`src/rtl/usb_endpoint_transfer_manager_top_macros.svh`:
```
// ----------------------------------------------------------------------------
// USB endpoint transfer manager assertion macros
// Concurrent assertion wrappers, removed when NO_ASSERTIONS is defined.
// ----------------------------------------------------------------------------
`ifndef USB_ENDPOINT_TRANSFER_MANAGER_TOP_MACROS_SVH
`define USB_ENDPOINT_TRANSFER_MANAGER_TOP_MACROS_SVH

`ifndef NO_ASSERTIONS
`define USBETM_ASSERT_IMPL(label, clk, rstn, ante, cons) \
    label: assert property (@(posedge clk) disable iff (!rstn) (ante) |-> (cons)) \
        else $error("usbetm assertion failed");
`define USBETM_ASSERT_NEXT(label, clk, rstn, ante, cons) \
    label: assert property (@(posedge clk) disable iff (!rstn) (ante) |=> (cons)) \
        else $error("usbetm assertion failed");
`else
`define USBETM_ASSERT_IMPL(label, clk, rstn, ante, cons)
`define USBETM_ASSERT_NEXT(label, clk, rstn, ante, cons)
`endif

`endif

```
`src/rtl/usbetm_pkg.sv`:
```
// ----------------------------------------------------------------------------
// USB endpoint transfer manager package
// Shared constants, codes and transfer structures.
// ----------------------------------------------------------------------------
`timescale 1ns / 1ps

package usbetm_pkg;

    localparam int ENDPOINT_COUNT = 16;
    localparam int EP_W = (ENDPOINT_COUNT > 1) ? $clog2(ENDPOINT_COUNT) : 1;
    localparam logic [4:0] EP_COUNT_W = 5'(ENDPOINT_COUNT);

    localparam logic [3:0] ACT_ENABLE      = 4'd0;
    localparam logic [3:0] ACT_DISABLE     = 4'd1;
    localparam logic [3:0] ACT_ARM_RX      = 4'd2;
    localparam logic [3:0] ACT_QUEUE_TX    = 4'd3;
    localparam logic [3:0] ACT_RX_DONE     = 4'd4;
    localparam logic [3:0] ACT_TX_DONE     = 4'd5;
    localparam logic [3:0] ACT_BUS_RESET   = 4'd6;
    localparam logic [3:0] ACT_BUS_ERROR   = 4'd7;
    localparam logic [3:0] ACT_SET_TOGGLE  = 4'd8;
    localparam logic [3:0] ACT_STALL       = 4'd9;
    localparam logic [3:0] ACT_UNSTALL     = 4'd10;
    localparam logic [3:0] ACT_CANCEL_TX   = 4'd11;
    localparam logic [3:0] ACT_SET_ADDRESS = 4'd12;

    localparam logic [2:0] EV_DONE  = 3'd0;
    localparam logic [2:0] EV_ERR   = 3'd1;
    localparam logic [2:0] EV_RXARM = 3'd2;
    localparam logic [2:0] EV_TXARM = 3'd3;
    localparam logic [2:0] EV_RXDEL = 3'd4;
    localparam logic [2:0] EV_TXCPL = 3'd5;
    localparam logic [2:0] EV_RESET = 3'd6;

    localparam logic [1:0] EPT_IN      = 2'd0;
    localparam logic [1:0] EPT_OUT     = 2'd1;
    localparam logic [1:0] EPT_INVALID = 2'd3;

    localparam logic [3:0] CTRL_IN    = 4'b0101;
    localparam logic [3:0] CTRL_OUT   = 4'b1001;
    localparam logic [3:0] CTRL_BIDIR = 4'b1101;
    localparam logic [3:0] CTRL_STALL = 4'b0010;

    localparam logic [1:0] CFG_MAX_PACKET = 2'd0;
    localparam logic [1:0] CFG_RX_BUFFER  = 2'd1;

    localparam logic [6:0] MPS_MIN   = 7'd8;
    localparam logic [6:0] MPS_MAX   = 7'd64;
    localparam logic [6:0] MPS_RESET = 7'd64;
    localparam logic [9:0] RBS_RESET = 10'd64;

    typedef struct packed {
        logic [3:0]  action;
        logic [3:0]  endpoint;
        logic [1:0]  endpoint_type;
        logic [15:0] transfer_length;
        logic        extended;
        logic        setup_token;
        logic        rx_toggle;
        logic [9:0]  done_byte_count;
        logic        new_toggle;
        logic [6:0]  new_address;
    } req_t;

    typedef struct packed {
        logic [2:0]  event_res;
        logic [3:0]  event_endpoint;
        logic        descriptor_toggle;
        logic [9:0]  descriptor_length;
        logic [15:0] chunk_offset;
        logic        delivered_setup;
        logic [3:0]  endpoint_control;
        logic        endpoint_enabled;
        logic        endpoint_stalled;
        logic [6:0]  device_address;
    } rsp_t;

    typedef struct packed {
        logic [6:0] pkt_size;
        logic [9:0] receive_buffer_size;
    } cfg_t;

endpackage

```
`src/rtl/usb_endpoint_transfer_manager_top.sv`:
```
// ----------------------------------------------------------------------------
// USB endpoint transfer manager
// Per-endpoint toggle, descriptor ownership and transmit segmentation.
// ----------------------------------------------------------------------------
// One item is accepted per cycle while the m_ side is not stalled, and each
// gives exactly one result on the m_ side after passing through an input
// register, one pass through the endpoint decode against the per-endpoint
// state flops, then the result register. A stalled result holds the input
// register; the s_ side stays ready while the result stage can drain.
// Configuration writes are taken in any cycle; no clearing pass follows reset.
`timescale 1ns / 1ps
`include "usb_endpoint_transfer_manager_top_macros.svh"

module usb_endpoint_transfer_manager_top
    import usbetm_pkg::*;
(
    input  logic        aclk,
    input  logic        aresetn,
    input  logic        s_valid,
    output logic        s_ready,
    input  logic [3:0]  s_action,
    input  logic [3:0]  s_endpoint,
    input  logic [1:0]  s_endpoint_type,
    input  logic [15:0] s_transfer_length,
    input  logic        s_extended,
    input  logic        s_setup_token,
    input  logic        s_rx_toggle,
    input  logic [9:0]  s_done_byte_count,
    input  logic        s_new_toggle,
    input  logic [6:0]  s_new_address,
    output logic        m_valid,
    input  logic        m_ready,
    output logic [2:0]  m_event_res,
    output logic [3:0]  m_event_endpoint,
    output logic        m_descriptor_toggle,
    output logic [9:0]  m_descriptor_length,
    output logic [15:0] m_chunk_offset,
    output logic        m_delivered_setup,
    output logic [3:0]  m_endpoint_control,
    output logic        m_endpoint_enabled,
    output logic        m_endpoint_stalled,
    output logic [6:0]  m_device_address,
    input  logic        cfg_valid,
    output logic        cfg_ready,
    input  logic [1:0]  cfg_index,
    input  logic [9:0]  cfg_data
);

    req_t in_reg;
    logic in_vld_reg, in_vld_next;
    rsp_t out_reg;
    logic out_vld_reg, out_vld_next;
    cfg_t cfg_reg;
    rsp_t rsp;
    logic out_adv, fire, s_fire, out_ep_bad;

    assign out_adv      = !out_vld_reg || m_ready;
    assign fire         = in_vld_reg && out_adv;
    assign s_ready      = !in_vld_reg || out_adv;
    assign s_fire       = s_valid && s_ready;
    assign in_vld_next  = s_fire || (in_vld_reg && !out_adv);
    assign out_vld_next = out_adv ? in_vld_reg : out_vld_reg;
    assign cfg_ready    = 1'b1;

    always_ff @(posedge aclk) begin
        if (!aresetn) begin
            in_vld_reg  <= 1'b0;
            out_vld_reg <= 1'b0;
            cfg_reg.pkt_size            <= MPS_RESET;
            cfg_reg.receive_buffer_size <= RBS_RESET;
        end else begin
            in_vld_reg  <= in_vld_next;
            out_vld_reg <= out_vld_next;
            if (cfg_valid && cfg_index == CFG_MAX_PACKET) begin
                cfg_reg.pkt_size <= cfg_data[6:0];
            end
            if (cfg_valid && cfg_index == CFG_RX_BUFFER) begin
                cfg_reg.receive_buffer_size <= cfg_data;
            end
        end
    end

    always_ff @(posedge aclk) begin
        if (s_fire) begin
            in_reg.action          <= s_action;
            in_reg.endpoint        <= s_endpoint;
            in_reg.endpoint_type   <= s_endpoint_type;
            in_reg.transfer_length <= s_transfer_length;
            in_reg.extended        <= s_extended;
            in_reg.setup_token     <= s_setup_token;
            in_reg.rx_toggle       <= s_rx_toggle;
            in_reg.done_byte_count <= s_done_byte_count;
            in_reg.new_toggle      <= s_new_toggle;
            in_reg.new_address     <= s_new_address;
        end
        if (fire) begin
            out_reg <= rsp;
        end
    end

    usbetm_engine u_engine (
        .aclk    (aclk),
        .aresetn (aresetn),
        .fire    (fire),
        .req     (in_reg),
        .cfg     (cfg_reg),
        .rsp     (rsp)
    );

    assign m_valid             = out_vld_reg;
    assign m_event_res         = out_reg.event_res;
    assign m_event_endpoint    = out_reg.event_endpoint;
    assign m_descriptor_toggle = out_reg.descriptor_toggle;
    assign m_descriptor_length = out_reg.descriptor_length;
    assign m_chunk_offset      = out_reg.chunk_offset;
    assign m_delivered_setup   = out_reg.delivered_setup;
    assign m_endpoint_control  = out_reg.endpoint_control;
    assign m_endpoint_enabled  = out_reg.endpoint_enabled;
    assign m_endpoint_stalled  = out_reg.endpoint_stalled;
    assign m_device_address    = out_reg.device_address;

    assign out_ep_bad = ({1'b0, out_reg.event_endpoint} >= EP_COUNT_W);

    `USBETM_ASSERT_IMPL(a_bad_ep_no_flags, aclk, aresetn,
        out_vld_reg && out_ep_bad, out_reg.endpoint_control == 4'd0 && !out_reg.endpoint_enabled)
    `USBETM_ASSERT_IMPL(a_offset_only_on_tx_arm, aclk, aresetn,
        out_vld_reg && out_reg.event_res != EV_TXARM, out_reg.chunk_offset == 16'd0)
    `USBETM_ASSERT_NEXT(a_input_held_on_stall, aclk, aresetn,
        in_vld_reg && !out_adv, in_vld_reg && $stable(in_reg))

endmodule

```
`src/rtl/usbetm_engine.sv`:
```
// ----------------------------------------------------------------------------
// USB endpoint transfer manager engine
// Per-endpoint state flops and the single-pass action decode.
// ----------------------------------------------------------------------------
`timescale 1ns / 1ps
`include "usb_endpoint_transfer_manager_top_macros.svh"

module usbetm_engine
    import usbetm_pkg::*;
(
    input  logic aclk,
    input  logic aresetn,
    input  logic fire,
    input  req_t req,
    input  cfg_t cfg,
    output rsp_t rsp
);

    logic                      en_reg   [ENDPOINT_COUNT];
    logic [ENDPOINT_COUNT-1:0] tog_reg;
    logic                      rxo_reg  [ENDPOINT_COUNT];
    logic                      txo_reg  [ENDPOINT_COUNT];
    logic [3:0]                ctrl_reg [ENDPOINT_COUNT];
    logic                      ext_reg  [ENDPOINT_COUNT];
    logic [15:0]               rem_reg  [ENDPOINT_COUNT];
    logic [15:0]               off_reg  [ENDPOINT_COUNT];
    logic [6:0]                addr_reg;

    logic [EP_W-1:0] ep_idx;
    logic            ep_ok;
    logic            en_c, tog_c, rxo_c, txo_c, ext_c;
    logic [3:0]      ctrl_c;
    logic [15:0]     rem_c, off_c;
    logic            en_next, tog_next, rxo_next, txo_next, ext_next;
    logic [3:0]      ctrl_next;
    logic [15:0]     rem_next, off_next;
    logic [6:0]      addr_next;
    logic            wr, clr_tog;
    logic [6:0]      lim;
    logic [15:0]     lim16, cnt16, rem_sub, off_add, arm_len;
    logic            arm_ext, arm_ext_n, tog1;
    logic [9:0]      arm_chunk;
    logic [2:0]      ev;
    logic            dtog, dsetup;
    logic [9:0]      dlen;
    logic [15:0]     doff;

    assign ep_idx = req.endpoint[EP_W-1:0];
    assign ep_ok  = ({1'b0, req.endpoint} < EP_COUNT_W);
    assign en_c   = en_reg[ep_idx];
    assign tog_c  = tog_reg[ep_idx];
    assign rxo_c  = rxo_reg[ep_idx];
    assign txo_c  = txo_reg[ep_idx];
    assign ext_c  = ext_reg[ep_idx];
    assign ctrl_c = ctrl_reg[ep_idx];
    assign rem_c  = rem_reg[ep_idx];
    assign off_c  = off_reg[ep_idx];

    always_comb begin
        lim = cfg.pkt_size;
        if (lim < MPS_MIN) begin
            lim = MPS_MIN;
        end else if (lim > MPS_MAX) begin
            lim = MPS_MAX;
        end
    end

    assign lim16   = {9'd0, lim};
    assign cnt16   = {6'd0, req.done_byte_count};
    assign rem_sub = rem_c - cnt16;
    assign off_add = off_c + cnt16;
    assign tog1    = req.setup_token ? 1'b0 : tog_c;
    assign arm_len = (req.action == ACT_TX_DONE) ? rem_sub : req.transfer_length;
    assign arm_ext = (req.action == ACT_TX_DONE) ? (rem_sub >= lim16) : req.extended;

    always_comb begin
        if (arm_len < lim16) begin
            arm_ext_n = 1'b0;
        end else if (arm_len == lim16) begin
            arm_ext_n = arm_ext;
        end else begin
            arm_ext_n = 1'b1;
        end
        arm_chunk = (arm_len <= lim16) ? arm_len[9:0] : {3'd0, lim};
    end

    always_comb begin
        en_next   = en_c;
        tog_next  = tog_c;
        rxo_next  = rxo_c;
        txo_next  = txo_c;
        ext_next  = ext_c;
        ctrl_next = ctrl_c;
        rem_next  = rem_c;
        off_next  = off_c;
        addr_next = addr_reg;
        wr        = 1'b0;
        clr_tog   = 1'b0;
        ev        = EV_DONE;
        dtog      = 1'b0;
        dlen      = '0;
        doff      = '0;
        dsetup    = 1'b0;
        if (req.action == ACT_BUS_RESET) begin
            addr_next = '0;
            clr_tog   = 1'b1;
            ev        = EV_RESET;
        end else if (req.action == ACT_SET_ADDRESS) begin
            addr_next = req.new_address;
        end else if (req.action == ACT_BUS_ERROR || req.action > ACT_SET_ADDRESS || !ep_ok) begin
            ev = EV_ERR;
        end else begin
            wr = 1'b1;
            case (req.action)
                ACT_ENABLE: begin
                    if (req.endpoint_type == EPT_INVALID) begin
                        ev = EV_ERR;
                    end else begin
                        en_next  = 1'b1;
                        tog_next = 1'b0;
                        case (req.endpoint_type)
                            EPT_IN:  ctrl_next = CTRL_IN;
                            EPT_OUT: ctrl_next = CTRL_OUT;
                            default: ctrl_next = CTRL_BIDIR;
                        endcase
                        if (rxo_c) begin
                            ev = EV_ERR;
                        end else begin
                            rxo_next = 1'b1;
                            ev       = EV_RXARM;
                            dlen     = cfg.receive_buffer_size;
                        end
                    end
                end
                ACT_DISABLE: begin
                    en_next   = 1'b0;
                    ctrl_next = '0;
                    rxo_next  = 1'b0;
                    txo_next  = 1'b0;
                end
                ACT_ARM_RX: begin
                    if (!en_c || rxo_c) begin
                        ev = EV_ERR;
                    end else begin
                        rxo_next = 1'b1;
                        ev       = EV_RXARM;
                        dtog     = tog_c;
                        dlen     = cfg.receive_buffer_size;
                    end
                end
                ACT_QUEUE_TX: begin
                    if (txo_c || !en_c || (req.transfer_length > lim16 && !req.extended)) begin
                        ev = EV_ERR;
                    end else begin
                        off_next = '0;
                        rem_next = arm_len;
                        ext_next = arm_ext_n;
                        txo_next = 1'b1;
                        dlen     = arm_chunk;
                        ev       = EV_TXARM;
                        dtog     = tog_c;
                    end
                end
                ACT_RX_DONE: begin
                    if (!en_c) begin
                        ev = EV_ERR;
                    end else if (req.rx_toggle == tog1) begin
                        tog_next = ~tog1;
                        rxo_next = 1'b0;
                        ev       = EV_RXDEL;
                        dlen     = req.done_byte_count;
                        dsetup   = req.setup_token;
                    end else begin
                        tog_next = tog1;
                        rxo_next = 1'b1;
                        ev       = EV_RXARM;
                        dtog     = tog1;
                        dlen     = cfg.receive_buffer_size;
                    end
                end
                ACT_TX_DONE: begin
                    if (!en_c) begin
                        ev = EV_ERR;
                    end else begin
                        txo_next = 1'b0;
                        tog_next = ~tog_c;
                        if (!ext_c) begin
                            ev = EV_TXCPL;
                        end else if (rem_c < cnt16) begin
                            ext_next = 1'b0;
                            rem_next = '0;
                            ev       = EV_ERR;
                        end else begin
                            off_next = off_add;
                            rem_next = arm_len;
                            ext_next = arm_ext_n;
                            txo_next = 1'b1;
                            dlen     = arm_chunk;
                            ev       = EV_TXARM;
                            dtog     = ~tog_c;
                            doff     = off_add;
                        end
                    end
                end
                ACT_SET_TOGGLE: begin
                    if (!en_c) begin
                        ev = EV_ERR;
                    end else begin
                        tog_next = req.new_toggle;
                    end
                end
                ACT_STALL: begin
                    ctrl_next = ctrl_c | CTRL_STALL;
                end
                ACT_UNSTALL: begin
                    ctrl_next = ctrl_c & ~CTRL_STALL;
                end
                ACT_CANCEL_TX: begin
                    if (!txo_c) begin
                        ev = EV_ERR;
                    end
                    txo_next = 1'b0;
                end
                default: begin
                    ev = EV_ERR;
                end
            endcase
        end
    end

    always_comb begin
        rsp.event_res         = ev;
        rsp.event_endpoint    = req.endpoint;
        rsp.descriptor_toggle = dtog;
        rsp.descriptor_length = dlen;
        rsp.chunk_offset      = doff;
        rsp.delivered_setup   = dsetup;
        rsp.endpoint_control  = ep_ok ? ctrl_next : 4'd0;
        rsp.endpoint_enabled  = ep_ok & en_next;
        rsp.endpoint_stalled  = ep_ok & ctrl_next[1];
        rsp.device_address    = addr_next;
    end

    always_ff @(posedge aclk) begin
        if (!aresetn) begin
            tog_reg  <= '0;
            addr_reg <= '0;
            for (int i = 0; i < ENDPOINT_COUNT; i++) begin
                en_reg[i]   <= 1'b0;
                rxo_reg[i]  <= 1'b0;
                txo_reg[i]  <= 1'b0;
                ext_reg[i]  <= 1'b0;
                ctrl_reg[i] <= '0;
                rem_reg[i]  <= '0;
                off_reg[i]  <= '0;
            end
        end else if (fire) begin
            addr_reg <= addr_next;
            if (clr_tog) begin
                tog_reg <= '0;
            end
            if (wr) begin
                en_reg[ep_idx]   <= en_next;
                tog_reg[ep_idx]  <= tog_next;
                rxo_reg[ep_idx]  <= rxo_next;
                txo_reg[ep_idx]  <= txo_next;
                ext_reg[ep_idx]  <= ext_next;
                ctrl_reg[ep_idx] <= ctrl_next;
                rem_reg[ep_idx]  <= rem_next;
                off_reg[ep_idx]  <= off_next;
            end
        end
    end

    `USBETM_ASSERT_NEXT(a_bus_reset_clears_toggles, aclk, aresetn,
        fire && req.action == ACT_BUS_RESET, tog_reg == '0)
    `USBETM_ASSERT_IMPL(a_chunk_within_limit, aclk, aresetn,
        fire && ev == EV_TXARM, dlen <= {3'd0, lim})
    `USBETM_ASSERT_NEXT(a_disable_clears_enable, aclk, aresetn,
        fire && ep_ok && req.action == ACT_DISABLE, !en_reg[$past(ep_idx)])

endmodule
```
`config.mk`:
```
export PLATFORM = sky130hd
export DESIGN_NAME = usb_endpoint_transfer_manager_top
export DESIGN_NICKNAME = d
export VERILOG_FILES = /design/src/rtl/usbetm_pkg.sv /design/src/rtl/usb_endpoint_transfer_manager_top.sv /design/src/rtl/usbetm_engine.sv
export VERILOG_INCLUDE_DIRS = /design/src /design/src/rtl
export SDC_FILE = /design/constraint.sdc
export NUM_CORES = 1
export LEC_CHECK = 0
export BUFFER_PORTS_ARGS = -buffer_cell sky130_fd_sc_hd__buf_4
export CORE_MARGIN = 3
export CORE_UTILIZATION = 29
export DETAILED_ROUTE_END_ITERATION = 8
export PLACE_DENSITY_LB_ADDON = 0.15
export SYNTH_ARGS = -nofsm -noshare
export SYNTH_HDL_FRONTEND = slang
export SYNTH_SLANG_ARGS = --single-unit
```
`constraint.sdc`:
```
create_clock -name aclk -period 17.2 [get_ports aclk]
set_input_delay 3.44 -clock aclk [delete_from_list [all_inputs] [get_ports aclk]]
set_output_delay 3.44 -clock aclk [all_outputs]
set_load 0.005 [all_outputs]
```
# [After elaboration in Yosys (flattened, before gate mapping)]
# Memories as Yosys holds them, arrays and structs flattened. A register that Yosys moved wholly into a read port is not among the register bits.
# Index checks and enable logic that the tools add are counted.
[word_totals] register_bits=137 ramBits=640 out_inout_bits=51 word_cells=253 memories=7
[memory_table] memory="u_engine.off_reg" depth=16 width=16 read_ports=1 rd_clocked_by_memory_dff=1 write_ports=16 line_no="usbetm_engine.sv:26" text="logic [15:0] off_reg [ENDPOINT_COUNT];"
[memory_table] memory="u_engine.rem_reg" depth=16 width=16 read_ports=1 rd_clocked_by_memory_dff=1 write_ports=16 line_no="usbetm_engine.sv:25" text="logic [15:0] rem_reg [ENDPOINT_COUNT];"
[memory_table] memory="u_engine.ctrl_reg" depth=16 width=4 read_ports=1 rd_clocked_by_memory_dff=1 write_ports=16 line_no="usbetm_engine.sv:23" text="logic [3:0] ctrl_reg [ENDPOINT_COUNT];"
[memory_table] memory="u_engine.en_reg" depth=16 width=1 read_ports=1 rd_clocked_by_memory_dff=1 write_ports=16 line_no="usbetm_engine.sv:19" text="logic en_reg [ENDPOINT_COUNT];"
[memory_table] memory="u_engine.ext_reg" depth=16 width=1 read_ports=1 rd_clocked_by_memory_dff=1 write_ports=16 line_no="usbetm_engine.sv:24" text="logic ext_reg [ENDPOINT_COUNT];"
[memory_table] memory="u_engine.rxo_reg" depth=16 width=1 read_ports=1 rd_clocked_by_memory_dff=1 write_ports=16 line_no="usbetm_engine.sv:21" text="logic rxo_reg [ENDPOINT_COUNT];"
[memory_table] memory="+1 memories"
[op_classes] add_sub_neg=2 order_cmp=10 eq_ne=17 n_mux=148 bitwise=7 n_reduce_logical=35
[op_table] operator="$mux 16" count=21
[op_table] operator="$mux 10" count=10
[op_table] operator="$mux 4" count=19
[op_table] operator="$mux 1" count=68
[op_table] operator="$pmux 16 s2" count=2
[op_table] operator="$pmux 10 s5" count=1
[op_table] operator="$reduce_or 16->1" count=2
[op_table] operator="$mux 7" count=4
[op_table] operator="$pmux 3 s8" count=1
[op_table] operator="$mux 3" count=7
[op_table] operator="$eq 4x4->1 const B" count=5
[op_table] operator="$add 16x10->16" count=1
[op_table] operator="$bwmux 16" count=1
[op_table] operator="$eq 16x7->1" count=1
[op_table] operator="$eq 4x3->1 const B" count=4
[op_table] operator="$ge 16x7->1" count=1
[op_table] operator="$gt 16x7->1" count=1
[op_table] operator="$le 16x7->1" count=1
[op_table] operator="$lt 16x10->1" count=1
[op_table] operator="$lt 16x7->1" count=1
[op_table] operator="$pmux 4 s4" count=1
[op_table] operator="$sub 16x10->16" count=1
[op_table] operator="$pmux 1 s4" count=3
[op_table] operator="$eq 4x2->1 const B" count=2
[op_table] operator="27 further kinds" count=60

# [Longest topological paths before layout]
# Gate-level depths: netlist of the first run.
[depth] depth_word=15 ltp_mapped=31 mapped_depth_nobuf=22

# [Cells and area by module]
# A second synthesis of the first run with hierarchy kept.
[unflattened] hier_cells=2605 hier_area_um2=35362.7
[by_module_without_submodules] mod="usbetm_engine" instances=1 cells_each=2430 area_each_um2=31727.9 seq_area_each_um2=19038.3
[by_module_without_submodules] mod="usb_endpoint_transfer_manager_top" instances=1 cells_each=175 area_each_um2=3634.7 seq_area_each_um2=3233.1

# [Least setup slack after synthesis of the first run]
# OpenSTA, ideal clock, no wires.
[synth_timing] path_type="in2out" from="in m_ready" to="out s_ready" arrival_time_ns=3.713 required_ns=13.760 slack_ns=10.047 cell_stages=2 n_path_buf=0 cell_sequence="nor2b_1 -> nand2_1"
[synth_via] elab_chain_cells=2
[synth_lines] element="start, declared" line_no="usb_endpoint_transfer_manager_top.sv:32" text="input logic m_ready,"
[synth_lines] element="$logic_or 1x1->1" line_no="usb_endpoint_transfer_manager_top.sv:57" text="assign out_adv = !out_vld_reg || m_ready;"
[synth_lines] element="$logic_or 1x1->1" line_no="usb_endpoint_transfer_manager_top.sv:59" text="assign s_ready = !in_vld_reg || out_adv;"
[synth_lines] element="end, declared" line_no="usb_endpoint_transfer_manager_top.sv:20" text="output logic s_ready,"
# No other way between the ends.

==> results_dict.tcl, run 1 <==
set metrics [dict create \
    status "completed" \
    layout-drive-gt1-share_pct 21.2 \
    setup_viol 0 \
    tritoncts "done" \
    firstDrtPassIters 7 \
    drtIter0Drc 2224 \
    area_delta_synth_final_pct 15.2 \
    power_density_nw_per_um2 111 \
    ys_types 85 \
    die_h_um 356 \
    path_cells "buf_12 -> mux4_2 -> nand2_1 -> nand2_1 -> o21ai_0 -> ha_1 -> fa_1 -> nand2b_1 -> nand2b_1 -> a21oi_1 -> xnor2_1 -> mux2_2 -> ha_1 -> o21ai_0 -> nand2b_1 -> a21oi_1 -> a211oi_1 -> nor4b_1 -> nand4b_1 -> or3_1 -> a211oi_2 -> o21ai_0" \
    drtAntennaViolNets 0 \
    synth_area_um2 35600 \
    synthTopCellsByArea "edfxtp_1, mux4_2, nor2_1, dfxtp_1, ha_1" \
    n_antenna_cell 0 \
    ctsHoldBuffers 0 \
    grt_pass1_wl_um 171000 \
    antenna_found_initial 2 \
    worstMarginPinSlew_ps 1390 \
    cts.sinks 780 \
    slew_violations 0 \
    async_flop_share_pct 0 \
    synth_common_cells "edfxtp_1, nor2_1, mux4_2" \
    worstPathMaxFanout 78 \
    coreArea_um2 121000 \
    cts_buffers 91 \
    grt_overflow 0 \
    post_drt_wl_per_cell_um 27.0 \
    finalSetupTns_ps 0 \
    slew_headroom_pct 6.74 \
    die_w_um 356 \
    clock_skew_ps 25.4 \
    grt_pass1_vias 23400 \
    cp.buffers_inverters 1 \
    cts_resized 0 \
    drc_errors 0 \
    ys.flop_type "edfxtp_1" \
    max_freq_mhz 128 \
    nets 2832 \
    crit_required_ps 17670 \
    rows 127 \
    cts_buffer_depth 3 \
    slowest_stage "a211oi_2" \
    syn_inst 2654 \
    yosys.area.top_type "edfxtp_1" \
    ir_drop_v 0.0000671 \
    vias 23000 \
    track_usage_pct 18.6 \
    synth-edff-count 670 \
    whs_ps 461 \
    grt_max_degree 80 \
    yosysWarnings 0 \
    rsz0062_at_grt "no" \
    hold_class "reg -> reg" \
    maxCapViolCount 0 \
    wl_um 119000 \
    dpl.hpwl_um 73800 \
    finalHoldViolCount 0 \
    min_period_ps 7820 \
    post_cts_buffers 0 \
    slowest_delay_ps 1120 \
    synth-seq-cells 780 \
    yosysMostFrequentCell "edfxtp_1" \
    num_io_pins 115 \
    fin_crit_sh_pct 45.4 \
    p_leak_nw 14.4 \
    crit_family "compound AO/OA/AOI/OAI gates" \
    syn_nets 2762 \
    end_kind "register" \
    ys_seq_area_share_pct 62.7 \
    syn_area_per_cell_um2 13.4 \
    cts-htree-levels 3 \
    port_buffers 113 \
    clock_latency_ps 670 \
    gp_congestion 0.830 \
    synth_top_area_share_pct 56.5 \
    critPathLaunchType "register" \
    crit_type "reg -> reg" \
    initial_utilization_pct 29.4 \
    dieArea_um2 127000 \
    nFillCells 11700 \
    path_clk_slew_ps 60 \
    vias_per_cell 5.23 \
    cts_root_buf "clkbuf_16" \
    arrival_ps 8290 \
]
[final cells by class]
type                            count  area, µm²  area share, %
Inverter                           31        118          0.287
Timing Repair Buffer              184       1390           3.40
Clock buffer                      126       2520           6.15
Sequential cell                   780      22300           54.5
Tap cell                         1612       2020           4.92
Clock inverter                     36        250          0.610
Multi-Input combinational cell   1636      12400           30.2
[layer usage]
layer,vias to the layer above,GRT usage (%),routed length (µm)
met5,-,0,0
met4,0,4.54,2410
met3,119,2.98,7020
met2,844,30.3,56900
met1,12100,26.0,52700
li1,10000,-,-
[worst paths after layout]
kind	start	endpoint	slack [ps]	cells past startpoint
worst max register to register	register	u_engine.ext_reg[0]	9380	22
worst max-delay path	register	u_engine.ext_reg[0]	9380	22
worst min register to register	u_engine.addr_reg[1]	u_engine.addr_reg[1]	460	2
worst min-delay path	u_engine.addr_reg[1]	u_engine.addr_reg[1]	460	2
[logic make-up after synthesis]
kind of cell               count (synthesis)  synth area share, %
muxes                                    235                 13.6
buffers and inverters                    238                 3.04
adders and majority gates                 44                 1.59
and+or+nand+nor                         1015                 12.2
AOI/OAI and AO/OA                        322                 6.39
other                                      1               0.0105
DFF                                      780                 62.7
xor gates and xnor gates                  19                0.467
[through the flow]
stage                     utilization [%]  worst slack (ps)  cell area (µm²)  cells  power [W]
after floorplan                         -             10050            35600   2654    0.00254
after global placement               31.6              9300            38200   4243    0.00275
after detailed placement             31.6              9240            38200   4243    0.00275
after CTS                            33.9              9310            41000   4405    0.00460
after global routing                 33.9              8820            41000   4405    0.00472
final                                33.9              9380            41000   4405    0.00455
[cell usage in the layout (no fill, tap or decap), types with 11 or more instances in the layout]
cell type,instances
nand2_2,30
a22oi_1,22
nand2_1,100
mux2i_1,29
nor2_1,651
nand3_1,64
ha_1,42
and3_1,36
clkbuf_1,28
clkbuf_16,95
nor2b_1,44
xnor2_1,14
a21oi_1,54
mux4_2,199
edfxtp_1,670
dfxtp_1,107
a22oi_2,11
nor3_1,22
inv_1,27
a21o_1,33
nand4_1,11
clkinv_1,18
buf_4,183
o21ai_0,91
nand2b_1,12
[tightest hold or removal path: cells and delay by family, from the launching register on]
| family | cells | cell delay (ps) |
|---|---|---|
| AND/OR/NAND/NOR | 1 | 40 |
| AO/OA/AOI/OAI | 1 | 60 |
| flip-flops | 1 | 300 |
[where the power goes]
part | leakage [nW] | switching (W) | internal [W] | total (W)
logic | 5.29 | 0.000355 | 0.000197 | 0.000552
clock network | 1.35 | 0.000784 | 0.00105 | 0.00184
registers | 7.76 | 0.0000448 | 0.00212 | 0.00216
total | 14.4 | 0.00118 | 0.00336 | 0.00455
Note: power is estimated with default switching activity, not from simulation.
==> run 2, diff against run 1 <==
Clock period 17.2 ns to 7.2 ns, I/O delays scaled along.
==> run 2 against run 1 <==
Core utilization increased by 0.27 points. Non-clock buffer count decreased by 5. Clock-buffer cell count decreased by 10. Fmax increased by 29%. Global-route usage increased by 1.3 points.
==> results_dict.tcl, run 2 (synthesized netlist as in run 1, its figures left out) <==
set metrics [dict create \
    ir_drop_v 0.000153 \
    post_cts_buffers 0 \
    cts_buffer_depth 3 \
    cts_resized 0 \
    clock_latency_ps 670 \
    cts.sinks 780 \
    grt_max_degree 72 \
    track_usage_pct 19.9 \
    crit_type "reg -> reg" \
    n_antenna_cell 0 \
    cts_buffers 92 \
    layout-drive-gt1-share_pct 21.6 \
    antenna_found_initial 1 \
    area_delta_synth_final_pct 16.1 \
    finalSetupTns_ps 0 \
    end_kind "register" \
    die_w_um 356 \
    status "completed" \
    critPathLaunchType "register" \
    cp.buffers_inverters 1 \
    nFillCells 11800 \
    dieArea_um2 127000 \
    slew_headroom_pct 7.35 \
    slew_violations 0 \
    num_io_pins 115 \
    post_drt_wl_per_cell_um 29.1 \
    nets 2828 \
    slowest_stage "dfxtp_4" \
    gp_congestion 0.841 \
    vias_per_cell 5.38 \
    worstPathMaxFanout 28 \
    power_density_nw_per_um2 272 \
    path_cells "mux4_2 -> mux4_2 -> ha_1 -> nor2b_1 -> o31a_1 -> o21a_1 -> nor2_1 -> xnor2_1 -> nand2_1 -> nand2_1 -> ha_1 -> o21ai_0 -> nand2b_1 -> a21oi_1 -> a211oi_1 -> nor4b_1 -> nand4b_1 -> or3_1 -> a211oi_2 -> buf_4 -> o21ai_0" \
    drtAntennaViolNets 0 \
    hold_class "reg -> reg" \
    initial_utilization_pct 29.4 \
    maxCapViolCount 0 \
    port_buffers 113 \
    firstDrtPassIters 5 \
    grt_overflow 0 \
    crit_family "simple AND/OR/NAND/NOR gates" \
    arrival_ps 6600 \
    crit_required_ps 7750 \
    setup_viol 0 \
    grt_pass1_vias 23800 \
    tritoncts "done" \
    clock_skew_ps 29.8 \
    slowest_delay_ps 780 \
    worstMarginPinSlew_ps 1380 \
    drc_errors 0 \
    grt_pass1_wl_um 180000 \
    p_leak_nw 14.5 \
    cts_root_buf "clkbuf_16" \
    ctsHoldBuffers 0 \
    cts-htree-levels 3 \
    max_freq_mhz 165 \
    finalPower_w 0.0112 \
    drtIter0Drc 2653 \
    layout_commonest_cell "edfxtp_1" \
    final_cell_mix "edfxtp_1, nor2_1, mux4_2" \
    dpl.hpwl_um 71000 \
    fin_crit_sh_pct 84.1 \
    min_period_ps 6050 \
    path_clk_slew_ps 60 \
    coreArea_um2 121000 \
    vias 23700 \
    wl_um 128000 \
    rsz0062_at_grt "no" \
    rows 127 \
    die_h_um 356 \
    finalHoldViolCount 0 \
]
==> run 2: cell count changes in the layout (fill, tap and decap cells not counted), sizes merged <==
cell      change
inv           +2
clkbuf       -10
clkinv        +6
bufinv        +8
buf           -5
clkinvlp      +2
==> run 2: routing by layer <==
| metal | wire, µm | vias to the layer above | global-route usage, % |
|---|---|---|---|
| li1 | - | 10000 | - |
| met1 | 56000 | 12400 | 28.2 |
| met5 | 0 | - | 0 |
| met3 | 9210 | 198 | 2.82 |
| met2 | 59200 | 1077 | 31.6 |
| met4 | 3670 | 0 | 6.16 |
==> run 2: worst min-delay path: stages (launching register included) <==
cell      delay [ps]
dfxtp_1          300
nand2_1           40
a21boi_0          70
==> run 2: stage by stage <==
| stage | area [µm²] | hold WS [ps] | setup WS (ps) | util (%) | std cells |
|---|---|---|---|---|---|
| global route | 41300 | 494 | 712 | 34.2 | 4408 |
| finish | 41300 | 466 | 1150 | 34.2 | 4408 |
| detailed placement | 38200 | 459 | 1160 | 31.6 | 4237 |
| global placement | 38200 | 447 | 1220 | 31.6 | 4237 |
| CTS | 41300 | 467 | 1150 | 34.2 | 4407 |
| floorplan | 35600 | 424 | 884 | - | 2654 |
==> run 2: worst paths after layout <==
kind | startpoint | end | slack (ps) | cells past startpoint
setup / recovery | register | u_engine.ext_reg[9] | 1150 | 21
hold / removal | u_engine.addr_reg[1] | u_engine.addr_reg[1] | 470 | 2
setup reg to reg | register | u_engine.ext_reg[9] | 1150 | 21
hold reg to reg | u_engine.addr_reg[1] | u_engine.addr_reg[1] | 470 | 2
==> run 2: layout make-up <==
class                   count  area, µm²  share of cell area [%]
flip-flops and latches    780      22300                    54.0
multi-input cells        1636      12400                    30.1
clock buffers             116       2540                    6.14
well taps                1612       2020                    4.88
repair buffers            179       1360                    3.28
clock inverters            54        543                    1.31
inverters                  31        118                   0.285
==> run 2: where the power goes <==
group / switching [W] / internal, W
registers: 0.000102 / 0.00506
clock network: 0.00194 / 0.00285
logic: 0.000817 / 0.000472
total: 0.00286 / 0.00838
